## src/hw/rtl/single_linkage_core_extension_top_assert.svh

```systemverilog
// ----------------------------------------------------------------------------
// Assertion macros for the single-linkage core extension block
// Each macro checks one property on the rising clock edge, outside reset.
// ----------------------------------------------------------------------------
`ifndef SINGLE_LINKAGE_CORE_EXTENSION_TOP_ASSERT_SVH
`define SINGLE_LINKAGE_CORE_EXTENSION_TOP_ASSERT_SVH

`ifndef ASSERT_OFF

// plain property
`define SLCE_ASSERT(label, clk, rstn, prop) \
  label: assert property (@(posedge clk) disable iff (!rstn) (prop)) \
    else $error("slce assertion failed");

// same-cycle implication
`define SLCE_ASSERT_IMPL(label, clk, rstn, ante, cons) \
  label: assert property (@(posedge clk) disable iff (!rstn) (ante) |-> (cons)) \
    else $error("slce implication failed");

// next-cycle implication
`define SLCE_ASSERT_NEXT(label, clk, rstn, ante, cons) \
  label: assert property (@(posedge clk) disable iff (!rstn) (ante) |=> (cons)) \
    else $error("slce next-cycle implication failed");

`else

`define SLCE_ASSERT(label, clk, rstn, prop)
`define SLCE_ASSERT_IMPL(label, clk, rstn, ante, cons)
`define SLCE_ASSERT_NEXT(label, clk, rstn, ante, cons)

`endif

`endif

```

## src/hw/rtl/slce_pkg.sv

```systemverilog
// ----------------------------------------------------------------------------
// slce_pkg
// Shared types and constants of the single-linkage core extension block.
// ----------------------------------------------------------------------------
package slce_pkg;

  // number of point cells in the chain
  localparam int unsigned NCELL   = 64;
  localparam int unsigned IDX_W   = $clog2(NCELL);
  localparam int unsigned CNT_W   = $clog2(NCELL + 1);
  // one round: pass load, NCELL compare steps, two drain steps, commit
  localparam int unsigned STEP_W  = $clog2(NCELL + 4);

  localparam int unsigned COORD_W = 20;
  localparam int unsigned MAG_W   = COORD_W;          // |difference| < 2^20
  localparam int unsigned SQ_W    = 2 * MAG_W;
  localparam int unsigned SUM_W   = SQ_W + 2;

  typedef logic signed [COORD_W-1:0] coord_t;
  typedef logic [SQ_W-1:0]           sq_t;
  typedef logic [SUM_W-1:0]          sum_t;

  typedef struct packed {
    coord_t x;
    coord_t y;
    coord_t z;
  } point_t;

  // token that circulates around the ring during growth
  typedef struct packed {
    point_t pt;
    logic   front;
  } pass_t;

  // slot contents moved toward the head during output
  typedef struct packed {
    point_t pt;
    logic   occ;
    logic   member;
  } slot_t;

  // commands broadcast from the controller to every cell
  typedef struct packed {
    logic load_pass;
    logic cmp_en;
    logic round_end;
    logic shift;
    logic clear;
  } cell_cmd_t;

  // reduced status of the chain seen by the controller
  typedef struct packed {
    logic any_member;
    logic rest_member;
    logic any_added;
  } chain_stat_t;

  // magnitude of the difference of two coordinates
  function automatic logic [MAG_W-1:0] abs_diff(input coord_t a, input coord_t b);
    logic signed [COORD_W:0] d;
    logic signed [COORD_W:0] m;
    d = {a[COORD_W-1], a} - {b[COORD_W-1], b};
    m = d[COORD_W] ? -d : d;
    return m[MAG_W-1:0];
  endfunction

endpackage

```

## src/hw/rtl/slce_cell.sv

```systemverilog
// ----------------------------------------------------------------------------
// slce_cell
// One point slot: stores a point and its membership, compares it against the
// token passing through, and moves its contents along the chain.
// ----------------------------------------------------------------------------
`include "single_linkage_core_extension_top_assert.svh"

module slce_cell (
  input  logic                clk_i,
  input  logic                rst_ni,
  input  slce_pkg::cell_cmd_t cmd_i,
  input  logic                wr_en_i,
  input  slce_pkg::point_t    wr_point_i,
  input  logic                wr_core_i,
  input  slce_pkg::sq_t       limit_sq_i,
  input  slce_pkg::pass_t     pass_i,
  output slce_pkg::pass_t     pass_o,
  input  slce_pkg::slot_t     slot_i,
  output slce_pkg::slot_t     slot_o,
  output logic                member_o,
  output logic                added_o
);
  import slce_pkg::*;

  // stored point and flags
  point_t point_q, point_d;
  logic   occ_q, occ_d;
  logic   member_q, member_d;
  logic   front_q, front_d;
  logic   added_q, added_d;

  // ring token and distance pipeline
  pass_t  pass_q, pass_d;
  logic   s1_v_q, s1_v_d;
  logic [MAG_W-1:0] dx_q, dy_q, dz_q;
  logic   s2_v_q, s2_v_d;
  sq_t    sx_q, sy_q, sz_q;
  sum_t   dist_sum;
  logic   hit;

  // slot update: clear, load, shift toward head, round commit, mark on hit
  always_comb begin
    point_d  = point_q;
    occ_d    = occ_q;
    member_d = member_q;
    front_d  = front_q;
    added_d  = added_q;
    if (cmd_i.clear) begin
      occ_d    = 1'b0;
      member_d = 1'b0;
      front_d  = 1'b0;
      added_d  = 1'b0;
    end else if (wr_en_i) begin
      point_d  = wr_point_i;
      occ_d    = 1'b1;
      member_d = wr_core_i;
      front_d  = wr_core_i;
    end else if (cmd_i.shift) begin
      point_d  = slot_i.pt;
      occ_d    = slot_i.occ;
      member_d = slot_i.member;
    end else if (cmd_i.round_end) begin
      member_d = member_q | added_q;
      front_d  = added_q;
      added_d  = 1'b0;
    end else if (hit) begin
      added_d  = 1'b1;
    end
  end

  // ring token: own point at round start, then take the neighbor's
  always_comb begin
    pass_d = pass_q;
    if (cmd_i.load_pass) begin
      pass_d.pt    = point_q;
      pass_d.front = front_q & occ_q;
    end else if (cmd_i.cmp_en) begin
      pass_d = pass_i;
    end
  end

  // stage 1 qualifies the compare; stage 3 is the sum and limit check
  assign s1_v_d   = cmd_i.cmp_en & pass_q.front & occ_q & ~member_q;
  assign s2_v_d   = s1_v_q;
  assign dist_sum = SUM_W'(sx_q) + SUM_W'(sy_q) + SUM_W'(sz_q);
  assign hit      = s2_v_q & (dist_sum <= SUM_W'(limit_sq_i));

  always_ff @(posedge clk_i or negedge rst_ni) begin
    if (!rst_ni) begin
      occ_q        <= 1'b0;
      member_q     <= 1'b0;
      front_q      <= 1'b0;
      added_q      <= 1'b0;
      pass_q       <= '0;
      s1_v_q       <= 1'b0;
      s2_v_q       <= 1'b0;
    end else begin
      occ_q        <= occ_d;
      member_q     <= member_d;
      front_q      <= front_d;
      added_q      <= added_d;
      pass_q       <= pass_d;
      s1_v_q       <= s1_v_d;
      s2_v_q       <= s2_v_d;
    end
  end

  // payload registers
  always_ff @(posedge clk_i) begin
    point_q   <= point_d;
    dx_q      <= abs_diff(point_q.x, pass_q.pt.x);
    dy_q      <= abs_diff(point_q.y, pass_q.pt.y);
    dz_q      <= abs_diff(point_q.z, pass_q.pt.z);
    sx_q      <= SQ_W'(dx_q) * SQ_W'(dx_q);
    sy_q      <= SQ_W'(dy_q) * SQ_W'(dy_q);
    sz_q      <= SQ_W'(dz_q) * SQ_W'(dz_q);
  end

  assign pass_o      = pass_q;
  assign slot_o.pt     = point_q;
  assign slot_o.occ    = occ_q;
  assign slot_o.member = member_q;
  assign member_o    = member_q;
  assign added_o     = added_q;

  // checks
  `SLCE_ASSERT_IMPL(a_added_fresh, clk_i, rst_ni, added_q, occ_q && !member_q)
  `SLCE_ASSERT_IMPL(a_front_member, clk_i, rst_ni, front_q, member_q)
  `SLCE_ASSERT_NEXT(a_clear_empties, clk_i, rst_ni, cmd_i.clear, !member_q && !occ_q)

endmodule

```

## config.mk

```make
export PLATFORM = sky130hd
export DESIGN_NAME = slce_cell
export DESIGN_NICKNAME = d
export VERILOG_FILES = /design/src/hw/rtl/slce_pkg.sv /design/src/hw/rtl/slce_cell.sv
export VERILOG_INCLUDE_DIRS = /design/src /design/src/hw/rtl
export SDC_FILE = /design/constraint.sdc
export NUM_CORES = 2
export LEC_CHECK = 0
export BUFFER_PORTS_ARGS = -buffer_cell sky130_fd_sc_hd__buf_4
export CAP_MARGIN = 10
export CORE_MARGIN = 2
export CORE_UTILIZATION = 50
export CTS_CLUSTER_SIZE = 24
export DETAILED_ROUTE_END_ITERATION = 8
export PLACE_DENSITY = 0.72
export SYNTH_ARGS = -nofsm -noshare
export SYNTH_HDL_FRONTEND = slang
export SYNTH_SLANG_ARGS = --single-unit
export TNS_END_PERCENT = 20
```

## constraint.sdc

```tcl
create_clock -name clk_i -period 7.1 [get_ports clk_i]
set_input_delay 1.42 -clock clk_i [delete_from_list [all_inputs] [get_ports clk_i]]
set_output_delay 1.42 -clock clk_i [all_outputs]
set_load 0.01 [all_outputs]
```

## Word level (Yosys, flattened, before mapping)

Index checks and enable logic that the tools add are counted.

| word-level totals | value |
|---|---|
| input port bits | 232 |
| output and inout port bits | 125 |
| bits in registers | 307 |

| cells by class | value |
|---|---|
| multiply operators | 3 |
| mux-type cells | 23 |
| order comparisons | 1 |
| reduce and logical (&&, ||, !) cells | 9 |
| bitwise gates (word level) | 8 |
| add/subtract/negate cells | 8 |
| equality and inequality tests | 3 |

Operators by type and width:

| kind | count |
|---|---|
| 61-bit two-way mux | 2 |
| 20-bit by 20-bit multiplier with 40-bit output | 3 |
| 60-bit two-way mux | 2 |
| 20-bit by 20-bit subtractor with 21-bit output | 3 |
| 20-bit two-way mux | 3 |
| 20-bit negation | 3 |
| 41-bit by 40-bit adder with 42-bit output | 1 |
| 42-bit by 40-bit <= comparator with 1-bit output | 1 |
| 40-bit by 40-bit adder with 41-bit output | 1 |
| 1-bit two-way mux | 16 |
| 3-bit nonzero test | 3 |
| 1-bit AND | 5 |
| 2-bit inequality test (second input constant) | 2 |
| 2-bit AND reduction | 2 |
| 2-bit nonzero test | 2 |
| 4-bit nonzero test | 1 |
| 3-bit by 2-bit inequality test with 1-bit output (second input constant) | 1 |
| 3-bit AND reduction | 1 |
| 1-bit inverter | 2 |
| 1-bit bitwise OR | 1 |

## Depth between registers and ports, before layout

| depth | value |
|---|---|
| depth after elaboration | 9 |
| gate-level depth with buffers | 29 |

## Worst setup path after synthesis

OpenSTA, ideal clock, no wires.

| path | value |
|---|---|
| path kind | register to register |
| from | register dz_q[9] |
| to | register sz_q[37] |
| arrival time | 6952 ps |
| path buffers | 2 |
| stages on the path, launching flop included | 25 |
| clock period less this slack | 7031 ps |
| setup slack | 69 ps |
| required time | 7021 ps |
| cell sequence | dfxtp_1 > clkbuf_1 > clkbuf_1 > nand2_1 > fa_1 > inv_1 > fa_1 > fa_1 > fa_1 > inv_1 > fa_1 > inv_1 > fa_1 > fa_1 > ha_1 > a21o_1 > a21o_1 > a211oi_1 > o211a_2 > a21oi_1 > a31o_2 > a41oi_2 > a21oi_1 > or4_1 > o211ai_1 |

| between the ends | value |
|---|---|
| longest elaborated chain between the ends | 1 |

RTL lines:

| what | line | source |
|---|---|---|
| from (decl) | slce_cell.sv:35 | `logic [MAG_W-1:0] dx_q, dy_q, dz_q;` |
| from (signal assigned) | slce_cell.sv:113 | `dz_q <= abs_diff(point_q.z, pass_q.pt.z);` |
| 20-bit by 20-bit multiplier with 40-bit output | slce_cell.sv:116 | `sz_q <= SQ_W'(dz_q) * SQ_W'(dz_q);` |
| to (signal assigned) | slce_cell.sv:116 |  |
| to (decl) | slce_cell.sv:37 | `sq_t sx_q, sy_q, sz_q;` |

Every way passes these cells.
A chain may end at the register's enable or synchronous reset.

## Final worst setup path

| path | value |
|---|---|
| from | register dy_q[4] |
| to | register sy_q[38] |

| between the ends | value |
|---|---|
| longest elaborated chain between the ends | 1 |

RTL lines:

| what | line | source |
|---|---|---|
| from (decl) | slce_cell.sv:35 |  |
| from (signal assigned) | slce_cell.sv:112 | `dy_q <= abs_diff(point_q.y, pass_q.pt.y);` |
| 20-bit by 20-bit multiplier with 40-bit output | slce_cell.sv:115 | `sy_q <= SQ_W'(dy_q) * SQ_W'(dy_q);` |
| to (signal assigned) | slce_cell.sv:115 |  |
| to (decl) | slce_cell.sv:37 |  |

Every way passes these cells.

==> results.sh <==
export IMPL_grt_total_usage_pct=24.8
export IMPL_core_sq_um=102000
export IMPL_clk_pin_slew_ns=0.08
export IMPL_start_kind="flop"
export IMPL_fp_dieH_microns=325
export IMPL_fill_cells=8993
export IMPL_asyncSetResetFlopFracSynth_pct=22.0
export IMPL_hold_buffers=0
export IMPL_rrSetupSlack_ns=0.22
export IMPL_fin_skew_ns=0.0406
export IMPL_placed_area_sq_um=56600
export IMPL_worst_setup_path_end_kind="flop"
export IMPL_die_area_sq_um=106000
export IMPL_slew_viol_final=0
export IMPL_cp_slowest_cell="fa_1"
export IMPL_ant_nets=0
export IMPL_initial_core_util_pct=50.5
export IMPL_clock_latency_ns=0.62
export IMPL_h_tree_depth=2
export IMPL_antenna_found_initial=4
export IMPL_rsz0062_at_grt="yes"
export IMPL_layout_drive_gt1_share_pct=12.7
export IMPL_crit_top_cell="fa_1"
export IMPL_initialDrtViolationCount=1921
export IMPL_numCtsBuffers=40
export IMPL_mostFrequentLayoutCells="inv_1, fa_1, ha_1"
export IMPL_crit_required_ns=7.59
export IMPL_ys_flop_type="dfxtp_1"
export IMPL_tightest_slew_ns=1.14
export IMPL_setup_ws_ns=0.218
export IMPL_slew_headroom_pct=24.0
export IMPL_final_setup_viol_count=0
export IMPL_clockRootBuffer="clkbuf_16"
export IMPL_dp_hpwl_microns=110000
export IMPL_crit_chain="and2_1 -> fa_1 -> inv_1 -> fa_1 -> fa_1 -> inv_1 -> fa_1 -> inv_1 -> fa_1 -> fa_1 -> fa_1 -> inv_1 -> ha_1 -> a211oi_2 -> nor2_1 -> or4_4 -> a41o_1 -> a221o_1 -> a31oi_4 -> o211ai_1 -> a31oi_2 -> o21ai_1 -> xor2_1"
export IMPL_fp_dieW_microns=325
export IMPL_area_delta_synth_final_pct=12.6
export IMPL_cts_tree="done"
export IMPL_max_stage_delay_ns=0.53
export IMPL_place_gp_congestion=0.930
export IMPL_layout_nets=7584
export IMPL_ioPinCount=357
export IMPL_crit_fanout=8
export IMPL_via_per_inst=5.26
export IMPL_clockBufferDepth=3
export IMPL_synth_edf_count=60
export IMPL_status="finished, final reports clean"
export IMPL_yosysWarnings=0
export IMPL_cts_sinks=304
export IMPL_synthesis_area_sq_um=51600
export IMPL_dr_pass1_iters=6
export IMPL_io_buffers=356
export IMPL_grt_max_degree=123
export IMPL_wirelength_microns=128000
export IMPL_grt_pass1_vias=41560
export IMPL_rows=117
export IMPL_final_common_cell="inv_1"
export IMPL_yosysSeqAreaShare_pct=13.6
export IMPL_post_drt_wl_per_cell_microns=17.6
export IMPL_synth_avg_cell_area_sq_um=9.43
export IMPL_synth_cells=5478
export IMPL_cp_arrival_ns=7.37
export IMPL_ys_types=102
export IMPL_place_ws_ns=0.0281
export IMPL_fin_crit_ns=6.88
export IMPL_post_route_period_util_pct=96.9
export IMPL_grt_pass1_wl_microns=213000
export IMPL_maxCapViolations=0
export IMPL_finalHoldViolCount=0
export IMPL_post_route_drc_count=0
export IMPL_grt_overflow=0
export IMPL_crit_type="reg -> reg"
export IMPL_stdcell_area_sq_um=58200
export IMPL_synth_seq_cells=304
export IMPL_min_delay_path_class="reg -> reg"
export IMPL_clock_fmax_ghz=0.145
export IMPL_via_count=38334
-- final timing paths --
kind	from	endpoint	depth (start not counted)
max in group asynchronous	rst_ni	pass_o[24]$_DFFE_PN0P_	1
min	s1_v_q$_DFF_PN0_	s2_v_q$_DFF_PN0_	0
max reg2reg	dy_q[4]$_DFF_P_	sy_q[38]$_DFF_P_	23
min in group asynchronous	rst_ni	pass_o[53]$_DFFE_PN0P_	1
min reg2reg	s1_v_q$_DFF_PN0_	s2_v_q$_DFF_PN0_	0
max	dy_q[4]$_DFF_P_	sy_q[38]$_DFF_P_	23
-- critical path, delay by kind of cell, from the launching register on --
family          cells  cell delay (ns)
flops               1             0.39
fa+ha+maj           8             3.69
xor+xnor            1             0.14
buf+inv             4             0.22
compound gates      7             1.62
simple gates        3             0.70
-- final cells by class --
class | instances | area (sq um) | share of cell area (%)
multi-input cells | 3819 | 39600 | 68.0
flip-flops and latches | 304 | 7070 | 12.2
inverters | 1195 | 4490 | 7.71
repair buffers | 519 | 3990 | 6.86
well taps | 1368 | 1710 | 2.94
clock buffers | 49 | 1090 | 1.87
clock inverters | 25 | 243 | 0.417
diodes | 2 | 5.00 | 0.00861
-- stage by stage --
stage          TNS (ns)  cells  util [%]  hold WS, ns
6_report              0   7281      56.9        0.363
5_1_grt         -0.0106   7279      56.9        0.370
2_1_floorplan         0   5480         -        0.331
3_3_place_gp          0   7200      55.4        0.367
4_1_cts               0   7274      56.7        0.366
3_5_place_dp          0   7200      55.4        0.364
-- timing repair --
| item | in CTS | in global routing |
|---|---|---|
| endpoints found under the setup margin | 0 | 30 |
| gates resized for setup | 0 | 63 |
| buffers inserted | 0 | 5 |
-- Yosys cell counts (34+ instances only) --
master | instances | share of area (%)
edfxtp_1 | 60 | 3.5
dfxtp_1 | 177 | 6.9
o21ai_0 | 169 | 1.6
mux2_2 | 65 | 1.4
nor2_1 | 191 | 1.4
o21a_1 | 34 | 0.49
mux2i_1 | 65 | 1.3
inv_1 | 1195 | 8.7
nand2_1 | 499 | 3.6
fa_1 | 878 | 34
a21o_1 | 114 | 1.7
clkbuf_1 | 146 | 1.1
nor3_1 | 37 | 0.36
a21oi_1 | 209 | 2.0
ha_1 | 595 | 14
xnor2_1 | 170 | 2.9
nand3_1 | 48 | 0.47
dfrtp_1 | 67 | 3.2
nor2b_1 | 38 | 0.46
and2_1 | 233 | 2.8
xor2_1 | 101 | 1.7
-- cell families (layout without fill, tap and decap cells) --
group | count (synthesis) | count (layout) | synth area share, %
mux | 130 | 130 | 2.68
fa+ha+maj | 1474 | 1474 | 48.5
flops | 304 | 304 | 13.6
buf+inv | 1357 | 1788 | 9.90
compound gates | 753 | 753 | 9.59
other cells | 1 | 5 | 0.00726
xor+xnor | 273 | 273 | 4.68
simple gates | 1186 | 1186 | 11.1
-- per-layer routing --
| metal | global-route usage [%] | vias to the layer above | wire length, microns |
|---|---|---|---|
| met5 | 0 | - | 28 |
| met4 | 6.62 | 4 | 3250 |
| met3 | 3.18 | 189 | 6750 |
| met2 | 42.7 | 1005 | 63100 |
| met1 | 33.0 | 19088 | 55100 |
| li1 | - | 18048 | - |
-- state kept, by name (all words and copies together), names as in the netlist, 20 cells and up --
name / flops
dy_q: 20
slot_o: 60
pass_o: 61
sx_q: 39
dx_q: 20
sz_q: 39
sy_q: 39
dz_q: 20
Power is left out: the tool's default activity adds up to more than one toggle a clock period on the data nets, which glitch-free logic cannot reach.
