[config.mk]
export PLATFORM = sky130hd
export DESIGN_NAME = slce_ctrl
export DESIGN_NICKNAME = d
export VERILOG_FILES = /design/src/hw/rtl/slce_pkg.sv /design/src/hw/rtl/slce_ctrl.sv
export VERILOG_INCLUDE_DIRS = /design/src /design/src/hw/rtl
export SDC_FILE = /design/constraint.sdc
export NUM_CORES = 1
export LEC_CHECK = 0
export BUFFER_PORTS_ARGS = -buffer_cell sky130_fd_sc_hd__buf_4
export CORE_MARGIN = 10
export CORE_UTILIZATION = 39
export CTS_BUF_LIST = sky130_fd_sc_hd__clkbuf_2
export DETAILED_ROUTE_END_ITERATION = 12
export PLACE_DENSITY = 0.55
export SETUP_SLACK_MARGIN = 0.4
export SKIP_LAST_GASP = 1
export SLEW_MARGIN = 10
export SYNTH_ARGS = -nofsm -noshare
export SYNTH_HDL_FRONTEND = slang
export SYNTH_SLANG_ARGS = --single-unit
[constraint.sdc]
create_clock -name clk_i -period 11.2 [get_ports clk_i]
set_input_delay 0 -clock clk_i [delete_from_list [all_inputs] [get_ports clk_i]]
set_output_delay 0 -clock clk_i [all_outputs]
set_load 0.01 [all_outputs]
[src/hw/rtl/single_linkage_core_extension_top_assert.svh]
// ----------------------------------------------------------------------------
// Assertion macros for the single-linkage core extension block
// Each macro checks one property on the rising clock edge, outside reset.
// ----------------------------------------------------------------------------
`ifndef SINGLE_LINKAGE_CORE_EXTENSION_TOP_ASSERT_SVH
`define SINGLE_LINKAGE_CORE_EXTENSION_TOP_ASSERT_SVH

`ifndef ASSERT_OFF

// plain property
`define SLCE_ASSERT(label, clk, rstn, prop) \
  label: assert property (@(posedge clk) disable iff (!rstn) (prop)) \
    else $error("slce assertion failed");

// same-cycle implication
`define SLCE_ASSERT_IMPL(label, clk, rstn, ante, cons) \
  label: assert property (@(posedge clk) disable iff (!rstn) (ante) |-> (cons)) \
    else $error("slce implication failed");

// next-cycle implication
`define SLCE_ASSERT_NEXT(label, clk, rstn, ante, cons) \
  label: assert property (@(posedge clk) disable iff (!rstn) (ante) |=> (cons)) \
    else $error("slce next-cycle implication failed");

`else

`define SLCE_ASSERT(label, clk, rstn, prop)
`define SLCE_ASSERT_IMPL(label, clk, rstn, ante, cons)
`define SLCE_ASSERT_NEXT(label, clk, rstn, ante, cons)

`endif

`endif

[src/hw/rtl/slce_pkg.sv]
// ----------------------------------------------------------------------------
// slce_pkg
// Shared types and constants of the single-linkage core extension block.
// ----------------------------------------------------------------------------
package slce_pkg;

  // number of point cells in the chain
  localparam int unsigned NCELL   = 64;
  localparam int unsigned IDX_W   = $clog2(NCELL);
  localparam int unsigned CNT_W   = $clog2(NCELL + 1);
  // one round: pass load, NCELL compare steps, two drain steps, commit
  localparam int unsigned STEP_W  = $clog2(NCELL + 4);

  localparam int unsigned COORD_W = 20;
  localparam int unsigned MAG_W   = COORD_W;          // |difference| < 2^20
  localparam int unsigned SQ_W    = 2 * MAG_W;
  localparam int unsigned SUM_W   = SQ_W + 2;

  typedef logic signed [COORD_W-1:0] coord_t;
  typedef logic [SQ_W-1:0]           sq_t;
  typedef logic [SUM_W-1:0]          sum_t;

  typedef struct packed {
    coord_t x;
    coord_t y;
    coord_t z;
  } point_t;

  // token that circulates around the ring during growth
  typedef struct packed {
    point_t pt;
    logic   front;
  } pass_t;

  // slot contents moved toward the head during output
  typedef struct packed {
    point_t pt;
    logic   occ;
    logic   member;
  } slot_t;

  // commands broadcast from the controller to every cell
  typedef struct packed {
    logic load_pass;
    logic cmp_en;
    logic round_end;
    logic shift;
    logic clear;
  } cell_cmd_t;

  // reduced status of the chain seen by the controller
  typedef struct packed {
    logic any_member;
    logic rest_member;
    logic any_added;
  } chain_stat_t;

  // magnitude of the difference of two coordinates
  function automatic logic [MAG_W-1:0] abs_diff(input coord_t a, input coord_t b);
    logic signed [COORD_W:0] d;
    logic signed [COORD_W:0] m;
    d = {a[COORD_W-1], a} - {b[COORD_W-1], b};
    m = d[COORD_W] ? -d : d;
    return m[MAG_W-1:0];
  endfunction

endpackage

[src/hw/rtl/slce_ctrl.sv]
// ----------------------------------------------------------------------------
// slce_ctrl
// Sequencer of the block: load, growth rounds, output scan, plus the
// configuration register and the output register.
// ----------------------------------------------------------------------------
`include "single_linkage_core_extension_top_assert.svh"

module slce_ctrl (
  input  logic                   clk_i,
  input  logic                   rst_ni,
  // configuration
  input  logic                   cfg_valid_i,
  output logic                   cfg_ready_o,
  input  logic [19:0]            cfg_extension_distance_i,
  // input handshake
  input  logic                   in_valid_i,
  output logic                   in_ready_o,
  input  logic                   last_point_i,
  // chain side
  output slce_pkg::cell_cmd_t    cmd_o,
  output logic                   wr_en_o,
  output logic [slce_pkg::IDX_W-1:0] wr_idx_o,
  output slce_pkg::sq_t          limit_sq_o,
  input  slce_pkg::chain_stat_t  stat_i,
  input  slce_pkg::slot_t        head_i,
  // result
  output logic                   out_valid_o,
  input  logic                   out_ready_i,
  output slce_pkg::point_t       out_point_o,
  output logic                   out_last_o,
  output logic                   out_empty_o,
  output logic                   out_ovf_o
);
  import slce_pkg::*;

  localparam logic [1:0] ST_LOAD  = 2'd0;
  localparam logic [1:0] ST_GROW  = 2'd1;
  localparam logic [1:0] ST_EMIT  = 2'd2;
  localparam logic [1:0] ST_EMPTY = 2'd3;

  logic [1:0]        state_q, state_d;
  logic [CNT_W-1:0]  count_q, count_d;
  logic [STEP_W-1:0] step_q, step_d;
  logic              ovf_q, ovf_d;
  logic [19:0]       dist_q;
  sq_t               limit_sq_q;

  logic              out_valid_q, out_valid_d;
  point_t            out_point_q;
  logic              out_last_q, out_empty_q, out_ovf_q;

  logic              in_acc;
  logic              out_free;
  logic              out_load;
  point_t            out_point_d;
  logic              out_last_d, out_empty_d;
  cell_cmd_t         cmd;

  assign in_acc   = in_valid_i & in_ready_o;
  assign out_free = ~out_valid_q | out_ready_i;

  // sequencer
  always_comb begin
    state_d     = state_q;
    count_d     = count_q;
    step_d      = step_q;
    ovf_d       = ovf_q;
    cmd         = '0;
    wr_en_o     = 1'b0;
    out_load    = 1'b0;
    out_point_d = head_i.pt;
    out_last_d  = 1'b0;
    out_empty_d = 1'b0;
    in_ready_o  = 1'b0;
    case (state_q)
      ST_LOAD: begin
        in_ready_o = 1'b1;
        if (in_acc) begin
          if (count_q < CNT_W'(NCELL)) begin
            wr_en_o = 1'b1;
            count_d = count_q + 1'b1;
          end else begin
            ovf_d = 1'b1;
          end
          if (last_point_i) begin
            state_d = ST_GROW;
            step_d  = '0;
          end
        end
      end
      ST_GROW: begin
        cmd.load_pass = (step_q == '0);
        cmd.cmp_en    = (step_q != '0) && (step_q <= STEP_W'(NCELL));
        cmd.round_end = (step_q == STEP_W'(NCELL + 3));
        step_d        = step_q + 1'b1;
        if (cmd.round_end) begin
          step_d = '0;
          if (!stat_i.any_added) begin
            state_d = stat_i.any_member ? ST_EMIT : ST_EMPTY;
          end
        end
      end
      ST_EMIT: begin
        if (!stat_i.any_member) begin
          cmd.clear = 1'b1;
          state_d   = ST_LOAD;
          count_d   = '0;
          ovf_d     = 1'b0;
        end else begin
          cmd.shift  = head_i.member ? out_free : 1'b1;
          out_load   = head_i.member & out_free;
          out_last_d = ~stat_i.rest_member;
        end
      end
      ST_EMPTY: begin
        if (out_free) begin
          out_load    = 1'b1;
          out_point_d = '0;
          out_last_d  = 1'b1;
          out_empty_d = 1'b1;
          cmd.clear   = 1'b1;
          state_d     = ST_LOAD;
          count_d     = '0;
          ovf_d       = 1'b0;
        end
      end
      default: begin
        state_d = ST_LOAD;
      end
    endcase
  end

  assign out_valid_d = out_load | (out_valid_q & ~out_ready_i);

  always_ff @(posedge clk_i or negedge rst_ni) begin
    if (!rst_ni) begin
      state_q     <= ST_LOAD;
      count_q     <= '0;
      step_q      <= '0;
      ovf_q       <= 1'b0;
      out_valid_q <= 1'b0;
      dist_q      <= '0;
    end else begin
      state_q     <= state_d;
      count_q     <= count_d;
      step_q      <= step_d;
      ovf_q       <= ovf_d;
      out_valid_q <= out_valid_d;
      if (cfg_valid_i) begin
        dist_q <= cfg_extension_distance_i;
      end
    end
  end

  // squared limit and result payload
  always_ff @(posedge clk_i) begin
    limit_sq_q <= SQ_W'(dist_q) * SQ_W'(dist_q);
    if (out_load) begin
      out_point_q <= out_point_d;
      out_last_q  <= out_last_d;
      out_empty_q <= out_empty_d;
      out_ovf_q   <= ovf_q;
    end
  end

  assign cfg_ready_o = 1'b1;
  assign cmd_o       = cmd;
  assign wr_idx_o    = count_q[IDX_W-1:0];
  assign limit_sq_o  = limit_sq_q;
  assign out_valid_o = out_valid_q;
  assign out_point_o = out_point_q;
  assign out_last_o  = out_last_q;
  assign out_empty_o = out_empty_q;
  assign out_ovf_o   = out_ovf_q;

  // checks
  `SLCE_ASSERT(a_count_range, clk_i, rst_ni, count_q <= CNT_W'(NCELL))
  `SLCE_ASSERT(a_step_range, clk_i, rst_ni, step_q <= STEP_W'(NCELL + 3))
  `SLCE_ASSERT_IMPL(a_empty_is_last, clk_i, rst_ni, out_valid_q && out_empty_q, out_last_q)

endmodule

-- After elaboration in Yosys (flattened, before gate mapping)
Cells that the tools add are included.
- multiplexer cells: 39
- equality and inequality tests: 12
- $mul: 1
- add/subtract/negate cells: 2
- reduce and logical (&&, ||, !) cells: 10
- bitwise logic cells: 8
- $lt $le $gt $ge: 2
- operators by type and width (operator ; count):
    two-way mux 60 bit ; 2
    two-way mux 7 bit ; 7
    multiplier 20 x 20 -> 40 bit ; 1
    one-hot mux 7 bit (3 select lines) ; 1
    two-way mux 1 bit ; 16
    != test 2 bit (second input constant) ; 8
    adder 7 x 1 -> 7 bit (second input constant) ; 2
    one-hot mux 7 bit (2 select lines) ; 1
    two-way mux 2 bit ; 6
    AND reduction 5 bit ; 2
    one-hot mux 2 bit (4 select lines) ; 1
    == test 7 bit (second input constant) ; 1
    <= comparator 7 bit (second input constant) ; 1
    zero test 7 bit ; 1
    < comparator 7 bit (second input constant) ; 1
    nonzero test 7 bit ; 1
    one-hot mux 1 bit (2 select lines) ; 3
    AND reduction 6 bit ; 1
    == test 2 bit (second input constant) ; 2
    bitwise AND 1 bit ; 3
    two-way mux 3 bit ; 1
    inverter 1 bit ; 3
    one-hot mux 1 bit (3 select lines) ; 1
    AND reduction 3 bit ; 1
    other kinds (6) ; 7
- output and inout port bits: 118
- register bits after elaboration: 141
- word-level logic and storage cells: 87

-- Depth between registers and ports, before layout
Gate-level depths: netlist of run 1.
- word-level depth: 6
- mapped depth: 28

-- Worst setup path after synthesis of run 1
Ideal clock, no wire load.
- kind: flip-flop to flip-flop
- start: register dist_q[11]
- end: register limit_sq_q[33], in the netlist limit_sq_o[33]
- cell stages (with the launch flop): 25
- library setup time: 125 ps
- path slack: 4703 ps
- required time: 11075 ps
- clock period less this slack: 6497 ps
- arrival: 6373 ps
- path through: dfrtp_1 clkbuf_1 clkbuf_1 nand2_1 fa_1 inv_1 fa_1 inv_1 fa_1 inv_1 fa_1 fa_1 fa_1 inv_1 fa_1 inv_1 ha_1 a21o_1 a31o_2 a221oi_1 nor2_1 o311ai_1 a21oi_1 a31oi_1 xnor2_1
- longest elaborated chain between the ends: 1
- ends and longest elaborated chain (item ; RTL line ; text):
    start: declaration ; slce_ctrl.sv:45 ; logic [19:0] dist_q;
    start signal: assignment ; slce_ctrl.sv:150 ; dist_q <= cfg_extension_distance_i;
    multiplier 20 x 20 -> 40 bit ; slce_ctrl.sv:157 ; limit_sq_q <= SQ_W'(dist_q) * SQ_W'(dist_q);
    end signal: assignment ; slce_ctrl.sv:157 ;
    end: declaration ; slce_ctrl.sv:46 ; sq_t limit_sq_q;
Every way passes these cells.
A chain may end at the register's enable or synchronous reset.

-- Final worst setup path of run 1
- start: register dist_q[7]
- end: register limit_sq_q[37], in the netlist limit_sq_o[37]
The elaborated chain is that of the path after synthesis.

==> run summary, run 1 <==
The run finished with clean final reports. CTS placed an instance of clkbuf_2 at the clock tree root. Along the worst path, the maximum fanout reaches 23.

The kind of capture point of the worst setup path was a flip-flop. Counting flops with a built-in enable in the synthesized netlist gives 63. By area the synthesized netlist is led by fa_1, ha_1, edfxtp_1. The run gives 0 as the count of max-cap constraint violations.

The number of cells on the worst reg-to-reg path works out to 23. In the final layout, the multi-input gates occupy 11200 um2. Data arrives at the worst endpoint at 8530 ps.

After filler insertion, the fill cell instance count of the layout stands at 3910. In the synthesized netlist, the cells that appear most often are inv_1, fa_1, nand2_1. The critical path crosses 23 cells after its start point.

The run gives 41900 um2 as the placeable core region. For the remaining global-route overflow, the log shows 0. Counting along the longest clock path gives a buffer depth of 2. The number of standard-cell rows in the floorplan was 75.

At the worst endpoint, the required time is 12010 ps. Averaged over all synthesized cells, the footprint is 10.0 um2. The later pin in the worst-skew pair is clocked with a latency of 870 ps.

The cell repeated most along the worst path is fa_1. The distinct cell type count after synthesis was 60. Counting every net in the synthesized netlist gives 2167.

The tools report the post-route DRC violation count as 0. The highest clock frequency the design can meet was 130 MHz; the worst reg-to-reg setup slack was 3480 ps. For the area of the die, the log shows 50900 um2. The async set-or-reset flop fraction in the synthesized netlist works out to 27.1%. Clock-pin slew was measured on the worst setup and hold paths at 290 ps.

The worst hold path belongs to the class in -> async. The cell family contributing the most delay on the critical path is adder cells. The first-pass iteration count of the detailed router is 6, and the number of ports placed on the die boundary is 209.

Of the synthesized area, sequential elements account for 22.0%. For this block, the routed nets add up to 44800 um of wire. For the tightest slew margin relative to the limit, the log shows 22.7%. In this run the critical register-to-register path is launched from dist_q[7]. For the total CTS buffers, the log shows 17.

Among all flip-flop cells after synthesis, the most frequent one is edfxtp_1. The clock arrives with 50.8 ps of skew. At the end of routability-driven placement, the weighted congestion stood at 0.820.

After detailed routing, the met3 layer carries 2020 um of wire. The count of cells in the finished layout, fillers not included, comes to 2576. Start point of the critical path: dist_q[7]. The number of global-route vias before repair came out at 13300. TritonCTS built the clock tree.

The count of antenna-violating nets left after detailed routing was 0; the largest net degree at the start of global routing was 64. After routing, the total negative slack on setup checks comes to 0 ps. The capture instance of the worst register-to-register path was limit_sq_o[37]. The H-tree generated during clock tree synthesis spans 4 levels. Buffer count from post-CTS setup fixing: 0. Setup repair after global routing left no endpoint under its margin. Setup slack on the critical path of the routed design comes to 3480 ps. In the final routed layout, each cell accounts on average for 17.4 um.

Setup violations remaining at the end of the flow were counted as 0. The tools report the startpoint class of the critical path as a flip-flop. The post-layout net count was 2543. Across all layers, the routed design uses 12200 vias.

In the routed layout, each cell is associated on average with a via count of 4.74. Across the whole layout, storage elements account for 3620 um2. Number of input and output port buffers inserted: 205. The initial core utilization is 39.4%. After detailed routing, the wire length on met1 is 18100 um.

The logs give 1644 for the number of instances in the synthesized netlist and 3540 ps for the worst slack at placement. The critical path goes through nand2_1 -> xor2_1 -> ha_1 -> o21bai_1 -> fa_1 -> inv_1 -> fa_1 -> inv_1 -> fa_1 -> fa_1 -> fa_1 -> inv_1 -> fa_1 -> inv_1 -> ha_1 -> a21o_1 -> a31o_2 -> a221oi_1 -> nor2_1 -> o311ai_1 -> a21oi_1 -> a31oi_1 -> xnor2_1. The HPWL after detailed placement was 33900 um; the buffers plus inverters on the worst setup path was 4.

Pin slew with the least headroom to its limit: 1160 ps. The highest metal layer carrying signal wires in the routed design is met4. The most common cell in the synthesized netlist is inv_1. The width of the die is 226 um, and the wire length of the first global-routing pass is 72100 um.

For this block, the initial DRC count from the detailed router was 680. Among all stages on the critical path, the largest delay is contributed by dfrtp_1. The startpoint-to-endpoint class of the critical path is reg -> reg. Relative to the synthesized area, the layout overhead comes to 26.6%. Across every metal layer, demand over resource in global routing totals 18.3%. Once the clock tree was built, the resizer swapped 0 gates to a different size. The number of failing hold endpoints at the final stage was 0; the mapped cell area was 16500 um2.

Yosys printed 0 warnings. The run gives 0 as the final number of max-transition violations. After layout, the worst path uses 68.9% of the clock period. The detailed route wirelength on metal2 was 23800 um; the height of the chip was 226 um. On the worst path, the slowest cell contributes a delay of 1170 ps. The most critical setup path has its endpoint at limit_sq_o[37]. The number of antenna violations at the first check in global routing was 4; the total placed cells including tap cells was 2328.

The total clock sinks came out at 140. The final critical-path required period was 7720 ps; the top-area cell type share of the netlist area was 33.8%. The synthesized design spends more area on one cell type than any other, namely fa_1.

The fraction of layout cells with a size suffix above 1 came out at 13.5%. In this run, synthesis produced a sequential element count of 140.
-- flip-flops by register name, summed over array words and instances (netlist names) --
signal       cells
out_point_o     60
limit_sq_o      39
dist_q          20
count_q          7
step_q           7
state_q          2
out_empty_o      1
out_last_o       1
out_ovf_o        1
out_valid_o      1
ovf_q            1
-- through the flow --
step	hold slack, ps	util (%)	instance area (um2)
floorplan	-296	-	16500
global placement	63.6	44.1	18500
detailed placement	68.2	44.1	18500
CTS	57.9	49.8	20800
global route	136	49.8	20900
finish	176	49.8	20900
-- worst min path at each step --
stage	slack, ps	from	to	cells past startpoint
after floorplan	-300	rst_ni	count_q[0]	0
after global placement	60	rst_ni	step_q[2]	1
after detailed placement	70	rst_ni	step_q[2]	1
after CTS	60	in_valid_i	count_q[1]	6
after global routing	140	rst_ni	out_valid_o	4
final	180	rst_ni	dist_q[19]	4
-- placed cells by master (no fill, tap or decap), types with 36 or more instances in the layout --
| cell type | Yosys | layout |
|---|---|---|
| dfxtp_1 | 39 | 39 |
| fa_1 | 278 | 278 |
| o21ai_0 | 36 | 36 |
| a21oi_1 | 48 | 48 |
| buf_4 | 8 | 214 |
| ha_1 | 154 | 154 |
| inv_1 | 360 | 360 |
| nor2_1 | 56 | 56 |
| nand2_1 | 165 | 165 |
| dlygate4sd3_1 | 0 | 211 |
| edfxtp_1 | 63 | 63 |
| dfrtp_1 | 38 | 38 |
| and2_1 | 129 | 129 |
| xnor2_1 | 36 | 36 |
-- final cells by class --
cell class	instances	area share [%]
tap	539	3.23
clock buffer	17	0.408
clock inverter	15	0.696
sequential	140	17.4
timing repair buffer	426	18.0
multi-input combinational	1074	53.8
antenna	4	0.0480
inverter	361	6.50
-- worst register-to-register path, delay by kind of cell (launching register included) --
| kind | cells | cell delay (ps) |
|---|---|---|
| buffers and inverters | 4 | 210 |
| and+or+nand+nor | 2 | 470 |
| xor gates and xnor gates | 2 | 420 |
| AOI/OAI and AO/OA | 7 | 1880 |
| adders and majority gates | 8 | 3530 |
| DFF | 1 | 1170 |
-- repair_timing --
| item | 4_1_cts | 5_1_grt |
|---|---|---|
| endpoints found under the setup margin | 0 | 0 |
| hold buffers | 212 | 0 |
| endpoints found under the hold margin | 137 | 0 |
-- cells by family (layout without fill, tap and decap cells) --
logic type,after synthesis,after routing,share of synthesized area (%)
adder cells (fa/ha/maj),433,433,45.5
multiplexers,13,13,0.889
AND/OR/NAND/NOR,409,409,12.0
other,2,6,0.0456
flip-flops,140,140,22.0
AO/OA/AOI/OAI,156,156,6.25
XOR/XNOR,61,61,3.24
buffers and inverters,430,819,9.99
-- metal layers --
metal	vias to the layer above	track usage [%]
li1	5795	-
met1	6098	22.0
met2	274	33.0
met3	45	2.75
met4	0	5.53
met5	-	0
Power of run 1 is left out: the tool's default activity adds up to more than one toggle a clock period on the data nets, which glitch-free logic cannot reach.
==> inputs of run 2 (changes only) <==
PLACE_DENSITY = 0.58   (was 0.55)
clock period = 6.4 ns   (was 11.2 ns; I/O delays follow)
==> run 2 against run 1 <==
  * Highest routed layer unchanged
  * Sequential cell count stayed put
  * Clock skew is 18 ps higher
  * Core utilization is 5.4 points higher
==> run summary, run 2 (same netlist as run 1, synthesis figures left out) <==
Timing analysis after detailed placement gives a worst setup slack of -153 ps. After global routing the overflow that remains totals 0. In this run the horizontal extent of the chip is 226 um. The startpoint-to-endpoint class of the critical path is reg -> reg.

In the finished design, the share of the clock period the worst path needs comes to 98.3%. The data required time at the worst endpoint was 7120 ps; the number of flip-flops in the largest register was 60. The final number of max-transition violations came out at 0. In this run the worst hold path is classified as in -> async. Fill cells in the final layout number 3644. The initial core utilization is 39.4%, and the placeable core region is 41900 um2. After routing the design area is 23100 um2.

The wire-length estimate of the detail-placed layout is 36300 um. After the flow finishes, the layout carries non-filler instances totaling 2748. Setup repair after global routing could not meet its margin everywhere. For the worst setup path, the data arrival time is 7010 ps.

The first-pass iteration count of the detailed router is 6, and the number of global-route vias before repair is 14300. The highest clock frequency the design can meet was 159 MHz. The number of failing hold endpoints at the final stage came out at 0.

The run gives 64 as the largest net degree at the start of global routing. Total placed cells including tap cells: 2447. The worst setup path is captured at a flip-flop. Summing all placed instances gives a cell area of 19500 um2. Number of ports placed on the die boundary: 209. The count of max-cap constraint violations is 0. The master of the slowest instance on the critical path was fa_2. The clock drives 140 sinks. Number of levels the H-tree was split into: 4. The run finished with clean final reports. In the post-route analysis, the smallest setup slack over all paths is 110 ps.

The tools report the tightest slew margin relative to the limit as 44.9%. The startpoint class of the critical path was a flip-flop. The post-route netlist has 26.7% of its cells at a drive strength greater than 1.

The maximum net fanout on the critical path was 5. The clock arrives with 68.8 ps of skew. For this block, the routed nets add up to 47300 um of wire.

The signed area change from the synthesized netlist to the final layout came out at 40.3%. Total CTS buffers: 17. For the final count of negative-setup-slack endpoints, the log shows 0.

By instance count, the cell type seen most on the critical path is fa_1. Clock tree synthesis selected as its root buffer the cell clkbuf_2. The most common cell after layout, fill and taps aside was buf_4.

The buffers plus inverters on the worst setup path works out to 8. The clock transition at the registers of the reported paths works out to 290 ps. The run gives 568 as the initial detailed-routing violation count. The insertion delay to the later sink of the worst-skew pair is 850 ps. The number of input and output port buffers inserted was 205. TritonCTS built the clock tree. The count of nets left with antenna violations once routing finished came out at 0. The vias after detailed routing was 13000; the maximum buffer depth of the clock tree was 2.

The first global-routing pass estimated 75600 um of wire. The die covers 50900 um2. The run gives 0 as the post-route DRC violation count. The tools report the post-layout net count as 2716. The top cell types in the final layout, fill and taps aside, are buf_4, inv_1, fa_1. After detailed routing, the average wire length per cell comes to 17.2 um. For the overall routing resource usage, the log shows 19.0%. The cell family contributing the most delay on the critical path is adder cells. At the end of routability-driven placement, the weighted congestion stood at 0.860. The number of antenna violations at the first check in global routing was 3; the height of the chip was 226 um.

After layout, the minimum clock period comes to 6290 ps. For the minimum hold slack, the log shows 189 ps. The largest stage delay on the critical path came out at 560 ps. Dividing the detail-routed via count by the number of cells gives 4.74. The signal on the critical path passes through buf_6 -> and2_4 -> fa_2 -> inv_2 -> fa_2 -> fa_1 -> inv_1 -> fa_1 -> inv_2 -> fa_1 -> fa_1 -> fa_1 -> inv_2 -> ha_4 -> a21oi_2 -> o21ai_1 -> a31oi_1 -> buf_4 -> nand3b_1 -> a311oi_2 -> buf_4 -> nor2_1 -> buf_4 -> xnor2_2. The pin slew with the least headroom to its limit works out to 826 ps. For the number of standard-cell rows in the floorplan, the log shows 75.
## run 2: changes by cell type in the layout (fill, tap and decap cells not counted), sizes merged, moves of 2 or more
cell and delta:
buf +176, inv -3, clkbuf +2, dlygate4sd3 -4, bufinv +2
## run 2: worst min-delay path: stages
cell and delay (ps):
dlygate4sd3_1 530, dlygate4sd3_1 540, buf_4 140, buf_16 250
## run 2: stage by stage
step	TNS, ps	utilization (%)
after global placement	-515	46.6
after CTS	0	53.8
final	0	55.2
after floorplan	0	-
after global routing	-334	55.2
after detailed placement	-951	46.6
## run 2: worst paths after layout
kind	startpoint	to	slack, ps	depth (start not counted)
max	dist_q[10]	limit_sq_o[31]	110	24
min reg2reg	ovf_q	out_ovf_o	490	0
max reg2reg	dist_q[10]	limit_sq_o[31]	110	24
min in group clk_i	in_valid_i	count_q[1]	220	6
max in group asynchronous	rst_ni	step_q[5]	5930	4
min	rst_ni	dist_q[2]	190	4
## run 2: what timing repair did
action / 4_1_cts / 5_1_grt
endpoints found under the setup margin: 24 / 25
gates resized for setup: 101 / 83
buffers inserted: 36 / 22
hold endpoints to repair: 138 / 0
pin swaps: 65 / 56
gates cloned: 0 / 0
hold buffers: 208 / 0
## run 2: area by class of cell
| cell class | count | area (um2) | share of cell area (%) |
|---|---|---|---|
| Inverter | 361 | 1360 | 5.86 |
| Clock inverter | 14 | 158 | 0.682 |
| Antenna cell | 3 | 7.51 | 0.0325 |
| Sequential cell | 140 | 3640 | 15.8 |
| Timing Repair Buffer | 599 | 5210 | 22.5 |
| Tap cell | 539 | 674 | 2.92 |
| Multi-Input combinational cell | 1074 | 12000 | 51.8 |
| Clock buffer | 18 | 90.1 | 0.390 |
## run 2: routing by layer
layer	routed length, um	track usage (%)
met1	19100	22.5
met2	25000	34.4
met3	1750	3.06
met4	1420	6.41
met5	0	0
Power of run 2 is left out for the same reason.
